## config.mk

```make
export PLATFORM = sky130hd
export DESIGN_NAME = positional_list_store
export DESIGN_NICKNAME = d
export VERILOG_FILES = /design/src/rtl/pls_pkg.sv /design/src/rtl/pls_ctrl.sv /design/src/rtl/pls_dpath.sv /design/src/rtl/positional_list_store.sv
export SDC_FILE = /design/constraint.sdc
export NUM_CORES = 2
export LEC_CHECK = 0
export BUFFER_PORTS_ARGS = -buffer_cell sky130_fd_sc_hd__clkbuf_2
export CORE_MARGIN = 5
export CORE_UTILIZATION = 45
export CTS_CLUSTER_SIZE = 28
export DETAILED_ROUTE_END_ITERATION = 16
export GPL_TIMING_DRIVEN = 0
export MAX_ROUTING_LAYER = met4
export PLACE_DENSITY = 0.68
export SLEW_MARGIN = 30
export SYNTH_ARGS = -nofsm -noshare
export SYNTH_HDL_FRONTEND = slang
export SYNTH_SLANG_ARGS = --single-unit
```

## constraint.sdc

```tcl
create_clock -name clk -period 9.54 [get_ports clk]
set_clock_uncertainty 0.15 [all_clocks]
set_input_delay 0.954 -clock clk [delete_from_list [all_inputs] [get_ports clk]]
set_output_delay 0.954 -clock clk [all_outputs]
set_load 0.05 [all_outputs]
```

## src/rtl/pls_pkg.sv

```systemverilog
// Shared codes and control bundles for the positional list store.
`default_nettype none

package pls_pkg;

	// Request operation codes
	localparam logic [2:0] MODE_PUSH_FRONT = 3'd0;
	localparam logic [2:0] MODE_APPEND     = 3'd1;
	localparam logic [2:0] MODE_INSERT     = 3'd2;
	localparam logic [2:0] MODE_REMOVE     = 3'd3;
	localparam logic [2:0] MODE_FIND       = 3'd4;
	localparam logic [2:0] MODE_READ       = 3'd5;

	// Result status codes
	localparam logic [1:0] ST_OK       = 2'd0;
	localparam logic [1:0] ST_FULL     = 2'd1;
	localparam logic [1:0] ST_RANGE    = 2'd2;
	localparam logic [1:0] ST_NOTFOUND = 2'd3;

	// Field widths of the stream payloads
	localparam int MODE_W  = 3;
	localparam int VALUE_W = 32;
	localparam int POS_W   = 7;
	localparam int STAT_W  = 2;
	localparam int FIDX_W  = 6;
	localparam int ECNT_W  = 7;
	localparam int IN_W    = 48;
	localparam int OUT_W   = 48;

	// Controller to datapath commands
	typedef struct packed {
		logic        take;
		logic        rd;
		logic        wr_shift;
		logic        put;
		logic        idx_inc;
		logic        idx_dec;
		logic        cnt_inc;
		logic        cnt_dec;
		logic        grab_found;
		logic        grab_rd;
		logic        out_load;
		logic [1:0]  st;
	} cmd_t;

	// Datapath to controller status
	typedef struct packed {
		logic [2:0]  mode;
		logic        full;
		logic        pos_bad;
		logic        idx_gt_at;
		logic        idx_nxt_lt;
		logic        idx_lt;
		logic        match;
		logic        out_busy;
	} sts_t;

endpackage

`default_nettype wire

```

## src/rtl/pls_ctrl.sv

```systemverilog
// Sequencing state machine for the positional list store.
`default_nettype none

module pls_ctrl
	import pls_pkg::*;
(
	input  wire logic clk,
	input  wire logic arst_n,
	input  wire logic s_tvalid,
	output logic      s_tready,
	input  wire sts_t sts,
	output cmd_t      cmd
);

	typedef enum logic [5:0] {
		S_IDLE = 6'b000001,
		S_DEC  = 6'b000010,
		S_RD   = 6'b000100,
		S_WR   = 6'b001000,
		S_PUT  = 6'b010000,
		S_DONE = 6'b100000
	} state_t;

	state_t     state_q, state_d;
	logic [1:0] st_q, st_d;

	assign s_tready = (state_q == S_IDLE);

	// Next state and command decode
	always_comb begin
		cmd     = '0;
		state_d = state_q;
		st_d    = st_q;
		cmd.st  = st_q;
		case (state_q)
			S_IDLE: begin
				if (s_tvalid) begin
					cmd.take = 1'b1;
					state_d  = S_DEC;
				end
			end
			S_DEC: begin
				case (sts.mode)
					MODE_PUSH_FRONT, MODE_APPEND, MODE_INSERT: begin
						if (sts.full) begin
							st_d    = ST_FULL;
							state_d = S_DONE;
						end else if (sts.idx_gt_at) begin
							state_d = S_RD;
						end else begin
							state_d = S_PUT;
						end
					end
					MODE_REMOVE: begin
						if (sts.pos_bad) begin
							st_d    = ST_RANGE;
							state_d = S_DONE;
						end else if (sts.idx_nxt_lt) begin
							state_d = S_RD;
						end else begin
							cmd.cnt_dec = 1'b1;
							st_d        = ST_OK;
							state_d     = S_DONE;
						end
					end
					MODE_FIND: begin
						if (sts.idx_lt) begin
							state_d = S_RD;
						end else begin
							st_d    = ST_NOTFOUND;
							state_d = S_DONE;
						end
					end
					MODE_READ: begin
						if (sts.pos_bad) begin
							st_d    = ST_RANGE;
							state_d = S_DONE;
						end else begin
							state_d = S_RD;
						end
					end
					default: begin
						st_d    = ST_OK;
						state_d = S_DONE;
					end
				endcase
			end
			S_RD: begin
				cmd.rd  = 1'b1;
				state_d = S_WR;
			end
			S_WR: begin
				case (sts.mode)
					MODE_PUSH_FRONT, MODE_APPEND, MODE_INSERT: begin
						cmd.wr_shift = 1'b1;
						cmd.idx_dec  = 1'b1;
						state_d      = S_DEC;
					end
					MODE_REMOVE: begin
						cmd.wr_shift = 1'b1;
						cmd.idx_inc  = 1'b1;
						state_d      = S_DEC;
					end
					MODE_FIND: begin
						if (sts.match) begin
							cmd.grab_found = 1'b1;
							st_d           = ST_OK;
							state_d        = S_DONE;
						end else begin
							cmd.idx_inc = 1'b1;
							state_d     = S_DEC;
						end
					end
					MODE_READ: begin
						cmd.grab_rd = 1'b1;
						st_d        = ST_OK;
						state_d     = S_DONE;
					end
					default: begin
						st_d    = ST_OK;
						state_d = S_DONE;
					end
				endcase
			end
			S_PUT: begin
				cmd.put     = 1'b1;
				cmd.cnt_inc = 1'b1;
				st_d        = ST_OK;
				state_d     = S_DONE;
			end
			S_DONE: begin
				// hold until the result register is free
				if (!sts.out_busy) begin
					cmd.out_load = 1'b1;
					state_d      = S_IDLE;
				end
			end
			default: begin
				state_d = S_IDLE;
			end
		endcase
	end

	// State registers
	always_ff @(posedge clk or negedge arst_n) begin
		if (!arst_n) begin
			state_q <= S_IDLE;
			st_q    <= ST_OK;
		end else begin
			state_q <= state_d;
			st_q    <= st_d;
		end
	end

endmodule

`default_nettype wire

```

## src/rtl/pls_dpath.sv

```systemverilog
// Entry memory, index and count registers and result register.
`default_nettype none

module pls_dpath
	import pls_pkg::*;
#(
	parameter int DEPTH = 64
) (
	input  wire logic               clk,
	input  wire logic               arst_n,
	input  wire cmd_t               cmd,
	output sts_t                    sts,
	input  wire logic [MODE_W-1:0]  in_mode,
	input  wire logic [VALUE_W-1:0] in_value,
	input  wire logic [POS_W-1:0]   in_position,
	input  wire logic               out_ready,
	output logic                    out_valid,
	output logic [STAT_W-1:0]       out_status,
	output logic [FIDX_W-1:0]       out_found_index,
	output logic [VALUE_W-1:0]      out_read_value,
	output logic [ECNT_W-1:0]       out_entry_count
);

	localparam int CW = $clog2(DEPTH + 1);
	localparam int AW = $clog2(DEPTH);
	localparam int WW = (CW > POS_W) ? CW : POS_W;
	localparam int FW = (AW > FIDX_W) ? AW : FIDX_W;
	localparam int EW = (CW > ECNT_W) ? CW : ECNT_W;

	logic [VALUE_W-1:0] mem [DEPTH];
	logic [VALUE_W-1:0] rdata_s1;

	logic [MODE_W-1:0]  mode_q;
	logic [VALUE_W-1:0] val_q;
	logic [POS_W-1:0]   pos_q;
	logic [CW-1:0]      idx_q;
	logic [CW-1:0]      at_q;
	logic [CW-1:0]      count_q;
	logic [AW-1:0]      found_q;
	logic [VALUE_W-1:0] rd_q;
	logic               out_valid_q;

	logic [WW-1:0] pos_w, count_w, in_pos_w;
	logic [CW:0]   idx_nxt;
	logic [AW-1:0] raddr, waddr;
	logic [FW-1:0] found_w;
	logic [EW-1:0] count_e;

	assign pos_w    = WW'(pos_q);
	assign in_pos_w = WW'(in_position);
	assign count_w  = WW'(count_q);
	assign idx_nxt  = {1'b0, idx_q} + (CW + 1)'(1);

	// Flags for the controller
	always_comb begin
		sts.mode       = mode_q;
		sts.full       = (count_q == CW'(DEPTH));
		sts.pos_bad    = (pos_w >= count_w);
		sts.idx_gt_at  = (idx_q > at_q);
		sts.idx_nxt_lt = (idx_nxt < {1'b0, count_q});
		sts.idx_lt     = (idx_q < count_q);
		sts.match      = (rdata_s1 == val_q);
		sts.out_busy   = out_valid_q & ~out_ready;
	end

	// Read address follows the direction of the move
	always_comb begin
		case (mode_q)
			MODE_PUSH_FRONT, MODE_APPEND, MODE_INSERT: raddr = AW'(idx_q - CW'(1));
			MODE_REMOVE: raddr = idx_nxt[AW-1:0];
			default:     raddr = idx_q[AW-1:0];
		endcase
	end

	assign waddr = idx_q[AW-1:0];

	// Entry memory: one write and one registered read port
	always_ff @(posedge clk) begin
		if (cmd.wr_shift || cmd.put) begin
			mem[waddr] <= cmd.put ? val_q : rdata_s1;
		end
		if (cmd.rd) begin
			rdata_s1 <= mem[raddr];
		end
	end

	// Latch the request and set up the walk
	always_ff @(posedge clk) begin
		if (cmd.take) begin
			mode_q  <= in_mode;
			val_q   <= in_value;
			pos_q   <= in_position;
			found_q <= '0;
			rd_q    <= '0;
			case (in_mode)
				MODE_PUSH_FRONT: begin
					idx_q <= count_q;
					at_q  <= '0;
				end
				MODE_APPEND: begin
					idx_q <= count_q;
					at_q  <= count_q;
				end
				MODE_INSERT: begin
					idx_q <= count_q;
					at_q  <= (in_pos_w < count_w) ? CW'(in_position) : count_q;
				end
				MODE_REMOVE, MODE_READ: begin
					idx_q <= CW'(in_position);
					at_q  <= '0;
				end
				default: begin
					idx_q <= '0;
					at_q  <= '0;
				end
			endcase
		end else begin
			if (cmd.idx_inc) begin
				idx_q <= idx_nxt[CW-1:0];
			end else if (cmd.idx_dec) begin
				idx_q <= idx_q - CW'(1);
			end
			if (cmd.grab_found) begin
				found_q <= idx_q[AW-1:0];
			end
			if (cmd.grab_rd) begin
				rd_q <= rdata_s1;
			end
		end
	end

	// Entry count
	always_ff @(posedge clk or negedge arst_n) begin
		if (!arst_n) begin
			count_q <= '0;
		end else if (cmd.cnt_inc) begin
			count_q <= count_q + CW'(1);
		end else if (cmd.cnt_dec) begin
			count_q <= count_q - CW'(1);
		end
	end

	assign found_w = FW'(found_q);
	assign count_e = EW'(count_q);

	// Result register, held until taken
	always_ff @(posedge clk or negedge arst_n) begin
		if (!arst_n) begin
			out_valid_q <= 1'b0;
		end else if (cmd.out_load) begin
			out_valid_q <= 1'b1;
		end else if (out_ready) begin
			out_valid_q <= 1'b0;
		end
	end

	always_ff @(posedge clk) begin
		if (cmd.out_load) begin
			out_status      <= cmd.st;
			out_found_index <= found_w[FIDX_W-1:0];
			out_read_value  <= rd_q;
			out_entry_count <= count_e[ECNT_W-1:0];
		end
	end

	assign out_valid = out_valid_q;

`ifndef SYNTHESIS
	a_count_bound: assert property (@(posedge clk) disable iff (!arst_n)
		count_q <= CW'(DEPTH))
		else $error("entry count above depth");

	a_grow_not_full: assert property (@(posedge clk) disable iff (!arst_n)
		cmd.cnt_inc |-> (count_q != CW'(DEPTH)))
		else $error("count grown while full");

	a_write_in_range: assert property (@(posedge clk) disable iff (!arst_n)
		(cmd.wr_shift || cmd.put) |-> (idx_q < CW'(DEPTH)))
		else $error("memory write beyond depth");

	a_load_free: assert property (@(posedge clk) disable iff (!arst_n)
		cmd.out_load |-> !(out_valid_q && !out_ready))
		else $error("result overwritten before taken");
`endif

endmodule

`default_nettype wire

```

## src/rtl/positional_list_store.sv

```systemverilog
// Ordered bounded list of signed words: one operation per request.
// Push and insert move each later entry up one slot before the put; remove moves each
// later entry down; read fetches one entry; find compares entries in order to a hit or the end;
// full, out-of-range and unused requests go straight to the result. A result not yet taken holds the next load.
// Throughput: one request at a time, the next accepted the cycle after the result loads.
// Reset: arst_n clears count, controller and result valid; entries are written before read.
`default_nettype none

module positional_list_store
	import pls_pkg::*;
#(
	parameter int DEPTH = 64
) (
	input  wire logic            clk,
	input  wire logic            arst_n,
	input  wire logic            s_tvalid,
	output logic                 s_tready,
	input  wire logic [IN_W-1:0] s_tdata,  // mode[2:0], value[34:3], position[41:35]
	output logic                 m_tvalid,
	input  wire logic            m_tready,
	output logic [OUT_W-1:0]     m_tdata   // status[1:0], found_index[7:2],
	                                       // read_value[39:8], entry_count[46:40]
);

	cmd_t cmd;
	sts_t sts;

	logic [STAT_W-1:0]  status;
	logic [FIDX_W-1:0]  found_index;
	logic [VALUE_W-1:0] read_value;
	logic [ECNT_W-1:0]  entry_count;

	pls_ctrl u_ctrl (
		.clk      (clk),
		.arst_n   (arst_n),
		.s_tvalid (s_tvalid),
		.s_tready (s_tready),
		.sts      (sts),
		.cmd      (cmd)
	);

	pls_dpath #(
		.DEPTH (DEPTH)
	) u_dpath (
		.clk             (clk),
		.arst_n          (arst_n),
		.cmd             (cmd),
		.sts             (sts),
		.in_mode         (s_tdata[2:0]),
		.in_value        (s_tdata[34:3]),
		.in_position     (s_tdata[41:35]),
		.out_ready       (m_tready),
		.out_valid       (m_tvalid),
		.out_status      (status),
		.out_found_index (found_index),
		.out_read_value  (read_value),
		.out_entry_count (entry_count)
	);

	// Pack the result fields
	assign m_tdata = {1'b0, entry_count, read_value, found_index, status};

endmodule

`default_nettype wire

```

==> results by stage <==
Layout:
- In the final layout, the share of cells above drive strength 1 is between 20% and 30%.
- The area growth from synthesis to layout is 16.5%.
- Summing all non-filler instances in the final layout gives an area of roughly 100000 um^2.
- The net count of the finished layout is 4940.
- The core occupancy in the finished layout is 52.8%.
- Fill cells in the final layout number 14616.

STA:
- The worst pin sits at a relative slew slack of ~31%.
- Setup total negative slack on the finished layout was measured at 0 ns.
- The worst slack on hold paths is around 0.13 ns.
- Setup repair after global routing left no endpoint under its margin.
- Static timing analysis puts the maximum clock frequency at ~150 MHz.
- The final count of pins violating max slew is 0.
- The slew at the pin with the worst max-slew slack is approximately 1.0 ns.
- Dividing the final minimum period by the clock period gives 68.4%.
- The hold violation count in the final report is 0.
- For the finished layout, the period the worst path requires is between 6 and 7 ns.
- Setup violations remaining at the end of the flow were counted as 0.

Setup path:
- The data arrival time at the worst-slack endpoint is between 6 and 7 ns.
- The maximum fanout along the worst path is 10.
- The worst setup path is captured at a register.
- The required time of the critical path is approximately 9.9 ns.
- The number of cells traversed by the worst register-to-register path is 13.
- The category of the most critical setup path is reg -> reg.
- The type of element launching the critical path is a register.

Power:
- The internal portion of total power is 0.0190 W.
- The worst-case IR drop observed on VDD is between 0.2 and 0.25 mV.
- Combinational cells account for approximately 32% of the total power.
- The net switching fraction of the power is around 33%.
- Total power for the finished layout comes to around 0.029 W.
- The share of total power in sequential cells is slightly below 40%.
- The clock share of power is 29.1%.
- In this run the power density over the cells is between 200 and 300 nW/um^2.
- Summed over all cells, the static leakage comes to approximately 33 nW.
- The analysis attributes to net switching a power of 0.00955 W.

Route:
- The via total after detailed routing is about 46000.
- The count of routing violations after the opening detailed-route iteration is 5808.
- The post-detailed-route via-to-cell ratio is 6.11.
- Dividing the detail-routed wire length by the instance count gives between 30 and 40 um.
- The final routed DRC violation total is 0.
- The first-pass iteration count of the detailed router is 5.
- The count of nets left with antenna violations after detail routing is 0.
- After detailed routing, the total wire length is roughly 230000 um.

Floorplan:
- The core region is ~190000 um^2.
- The initial utilization of the core area, before any placement, comes to between 40 and 50%.
- The die width is 450 um.
- The vertical die dimension is roughly 450 um.
- The die covers approximately 200000 um^2.
- The count of standard-cell rows is 161.
- The I/O pin count is between 100 and 150.

Global routing:
- The overall fraction of global-route tracks in use is 23.1%.
- The via count of the first global-routing pass came to 45827.
- Summed over all layers, the global routing overflow is 0.
- The first global-routing pass estimated ~330000 um of wire.
- The number of antenna violations at the first check in global routing is 13.
- The maximum number of pins on one net before global-route repair is 65.

Synthesis:
- In the synthesized netlist the dominant register cell turns out to be sky130_fd_sc_hd__edfxtp_1.
- The number of synthesis warnings is 0.
- Yosys mapped the design onto roughly 70 distinct sky130hd cell types.
- By area the synthesized netlist is led by sky130_fd_sc_hd__edfxtp_1 75%, sky130_fd_sc_hd__mux4_2 12%, sky130_fd_sc_hd__nand2_1 1.9%, sky130_fd_sc_hd__mux2i_1 1.3%, sky130_fd_sc_hd__dfxtp_1 0.87%.
- After technology mapping, the gate count stands at about 4400.
- sky130_fd_sc_hd__edfxtp_1 takes more of the synthesized area than any other cell.
- The cell area that synthesis handed to floorplanning was a little under 90000 um^2.
- The number of synthesized register bits is roughly 2200.
- For this run, asynchronously set or reset flops after synthesis account for less than 1%.
- When the netlist entered floorplanning its net count stood at about 4500.
- The mean cell area of the mapped netlist is approximately 20 um^2.
- The share of synthesized area occupied by flip-flops and latches is between 70 and 80%.
- The most frequently used cell type in the post-synthesis netlist is sky130_fd_sc_hd__edfxtp_1.
- The commonest cells after synthesis are 2183 x sky130_fd_sc_hd__edfxtp_1, 450 x sky130_fd_sc_hd__mux4_2, 431 x sky130_fd_sc_hd__nand2_1.
- The share of the synthesized area in the top cell type is approximately three quarters.
- The number of flops mapped to enable cells by yosys is ~2200.

Clock network:
- The clock reaches the later pin of the worst-skew pair after 0.85 ns.
- The clock passes through at most 3 buffers.
- The CTS tree is done.
- The tree built by TritonCTS fans out to between 2000 and 2500 sinks.
- After clock tree synthesis, the clock-pin slew on the worst setup and hold paths is roughly 0.060 ns.
- The total clock buffers created by CTS is ~220.
- The clock root buffer master is sky130_fd_sc_hd__clkbuf_16.
- The H-tree was split into 4 levels.

Job:
- The number of maximum-capacitance constraint violations is 0.

Place:
- The routability congestion estimate is 0.928.
- Detailed placement ended at an HPWL of about 160000 um.
- The cell area after placement is roughly 95000 um^2.
- The number of port buffers is between 90 and 100.

Hold path:
- The depth of the worst hold-timing path is 1.
- The path class of the lowest-slack min-delay path is in -> reg.

Run status:
- The flow ran to the end, and the final reports show no timing, DRC or antenna violations.
[state kept, by name (all words and copies together), names as in the netlist]
| name | count |
|---|---|
| u_dpath.mem | 2048 |
| u_dpath.out_read_value | 32 |
| u_dpath.rd_q | 32 |
| u_dpath.rdata_s1 | 32 |
| u_dpath.val_q | 32 |
| u_dpath.at_q | 7 |
| u_dpath.count_e | 7 |
| u_dpath.idx_q | 7 |
| u_dpath.out_entry_count | 7 |
| u_dpath.pos_q | 7 |
| u_ctrl.state_q | 6 |
| u_dpath.found_q | 6 |
| u_dpath.out_found_index | 6 |
| u_dpath.mode_q | 3 |
| u_ctrl.st_q | 2 |
| u_dpath.out_status | 2 |
| u_dpath.out_valid | 1 |
[worst max-delay path: stages, from the launching register on]
cell and delay [ns]:
sky130_fd_sc_hd__edfxtp_1 0.48, sky130_fd_sc_hd__clkbuf_1 0.64, sky130_fd_sc_hd__inv_1 0.37, sky130_fd_sc_hd__ha_1 0.49, sky130_fd_sc_hd__and4bb_1 0.28, sky130_fd_sc_hd__a221oi_4 0.71
sky130_fd_sc_hd__buf_2 0.57, sky130_fd_sc_hd__buf_2 0.50, sky130_fd_sc_hd__buf_2 0.39, sky130_fd_sc_hd__mux4_2 0.37, sky130_fd_sc_hd__nand2_1 0.09, sky130_fd_sc_hd__a21oi_1 0.12
sky130_fd_sc_hd__nor4_1 0.74, sky130_fd_sc_hd__nor3_1 0.28
[cell type report]
type                    count  area, um^2  share of cell area (%)
repair buffers            225        3590                    3.53
inverters                  24        90.1                  0.0886
clock inverters           136        1200                    1.18
diodes                      8        20.0                  0.0197
clock buffers             266        5680                    5.58
multi-input cells        1889       20100                    19.8
well taps                2526        3160                    3.11
plain buffers             255        1170                    1.15
flip-flops and latches   2237       66700                    65.6
[layer usage]
metal / GRT usage, % / up-vias / share of wire [%]
li1: - / 19056 / -
met1: 30.5 / 24358 / 39
met2: 34.3 / 2318 / 47
met3: 5.54 / 467 / 9.4
met4: 10.4 / 0 / 5.4
met5: - / - / 0
[stage by stage]
stage	instances	worst slack [ns]
final	7566	3.01
after global routing	7560	3.06
after CTS	7556	3.16
after detailed placement	7153	3.20
after global placement	7025	2.20
after floorplan	4405	4.51
[path summary, 6_finish.rpt]
path                             startpoint                    endpoint  slack (ns)
max                        u_dpath.idx_q[0]        u_dpath.rdata_s1[24]        3.01
min                             s_tdata[23]           u_dpath.val_q[20]        0.13
max reg2reg                u_dpath.idx_q[0]        u_dpath.rdata_s1[24]        3.01
min reg2reg                u_dpath.rd_q[10]  u_dpath.out_read_value[10]        0.29
max in group asynchronous            arst_n           u_ctrl.state_q[0]        8.49
min in group asynchronous            arst_n           u_dpath.out_valid        0.42
[kinds of logic (layout without fill, tap and decap cells)]
kind of cell,after synthesis,count (layout),synth area share (%)
flops,2237,2237,76.4
compound gates,429,429,3.66
simple gates,775,775,4.04
buf+inv,279,906,1.44
mux,596,596,13.3
fa+ha+maj,40,40,0.582
xor+xnor,48,48,0.490
other cells,1,9,0.00430
[power groups by stage]
stage | Sequential [W] | Combinational (W) | Clock [W]
2_1_floorplan | 0.0113 | 0.00563 | 0
3_3_place_gp | 0.0113 | 0.00877 | 0
3_5_place_dp | 0.0113 | 0.00904 | 0
4_1_cts | 0.0111 | 0.00908 | 0.00841
5_1_grt | 0.0111 | 0.00963 | 0.00885
6_report | 0.0111 | 0.00915 | 0.00833
[placed cells by master, fill, tap and decap left out, types with 87 or more instances in the layout]
| master | count |
|---|---|
| sky130_fd_sc_hd__edfxtp_1 | 2183 |
| sky130_fd_sc_hd__mux4_2 | 450 |
| sky130_fd_sc_hd__nand2_1 | 431 |
| sky130_fd_sc_hd__clkbuf_16 | 220 |
| sky130_fd_sc_hd__clkbuf_1 | 160 |
| sky130_fd_sc_hd__buf_2 | 114 |
| sky130_fd_sc_hd__mux2i_1 | 113 |
| sky130_fd_sc_hd__and3_1 | 101 |
| sky130_fd_sc_hd__clkbuf_2 | 97 |
| sky130_fd_sc_hd__buf_16 | 97 |
| sky130_fd_sc_hd__a21oi_1 | 87 |
[timing repair]
item                                   in CTS  in global routing
resized for setup                           0                  0
endpoints found under the hold margin      15                  0
setup buffers                               0                  0
hold buffers                                1                  0
Power figures use the tool's default switching activity.
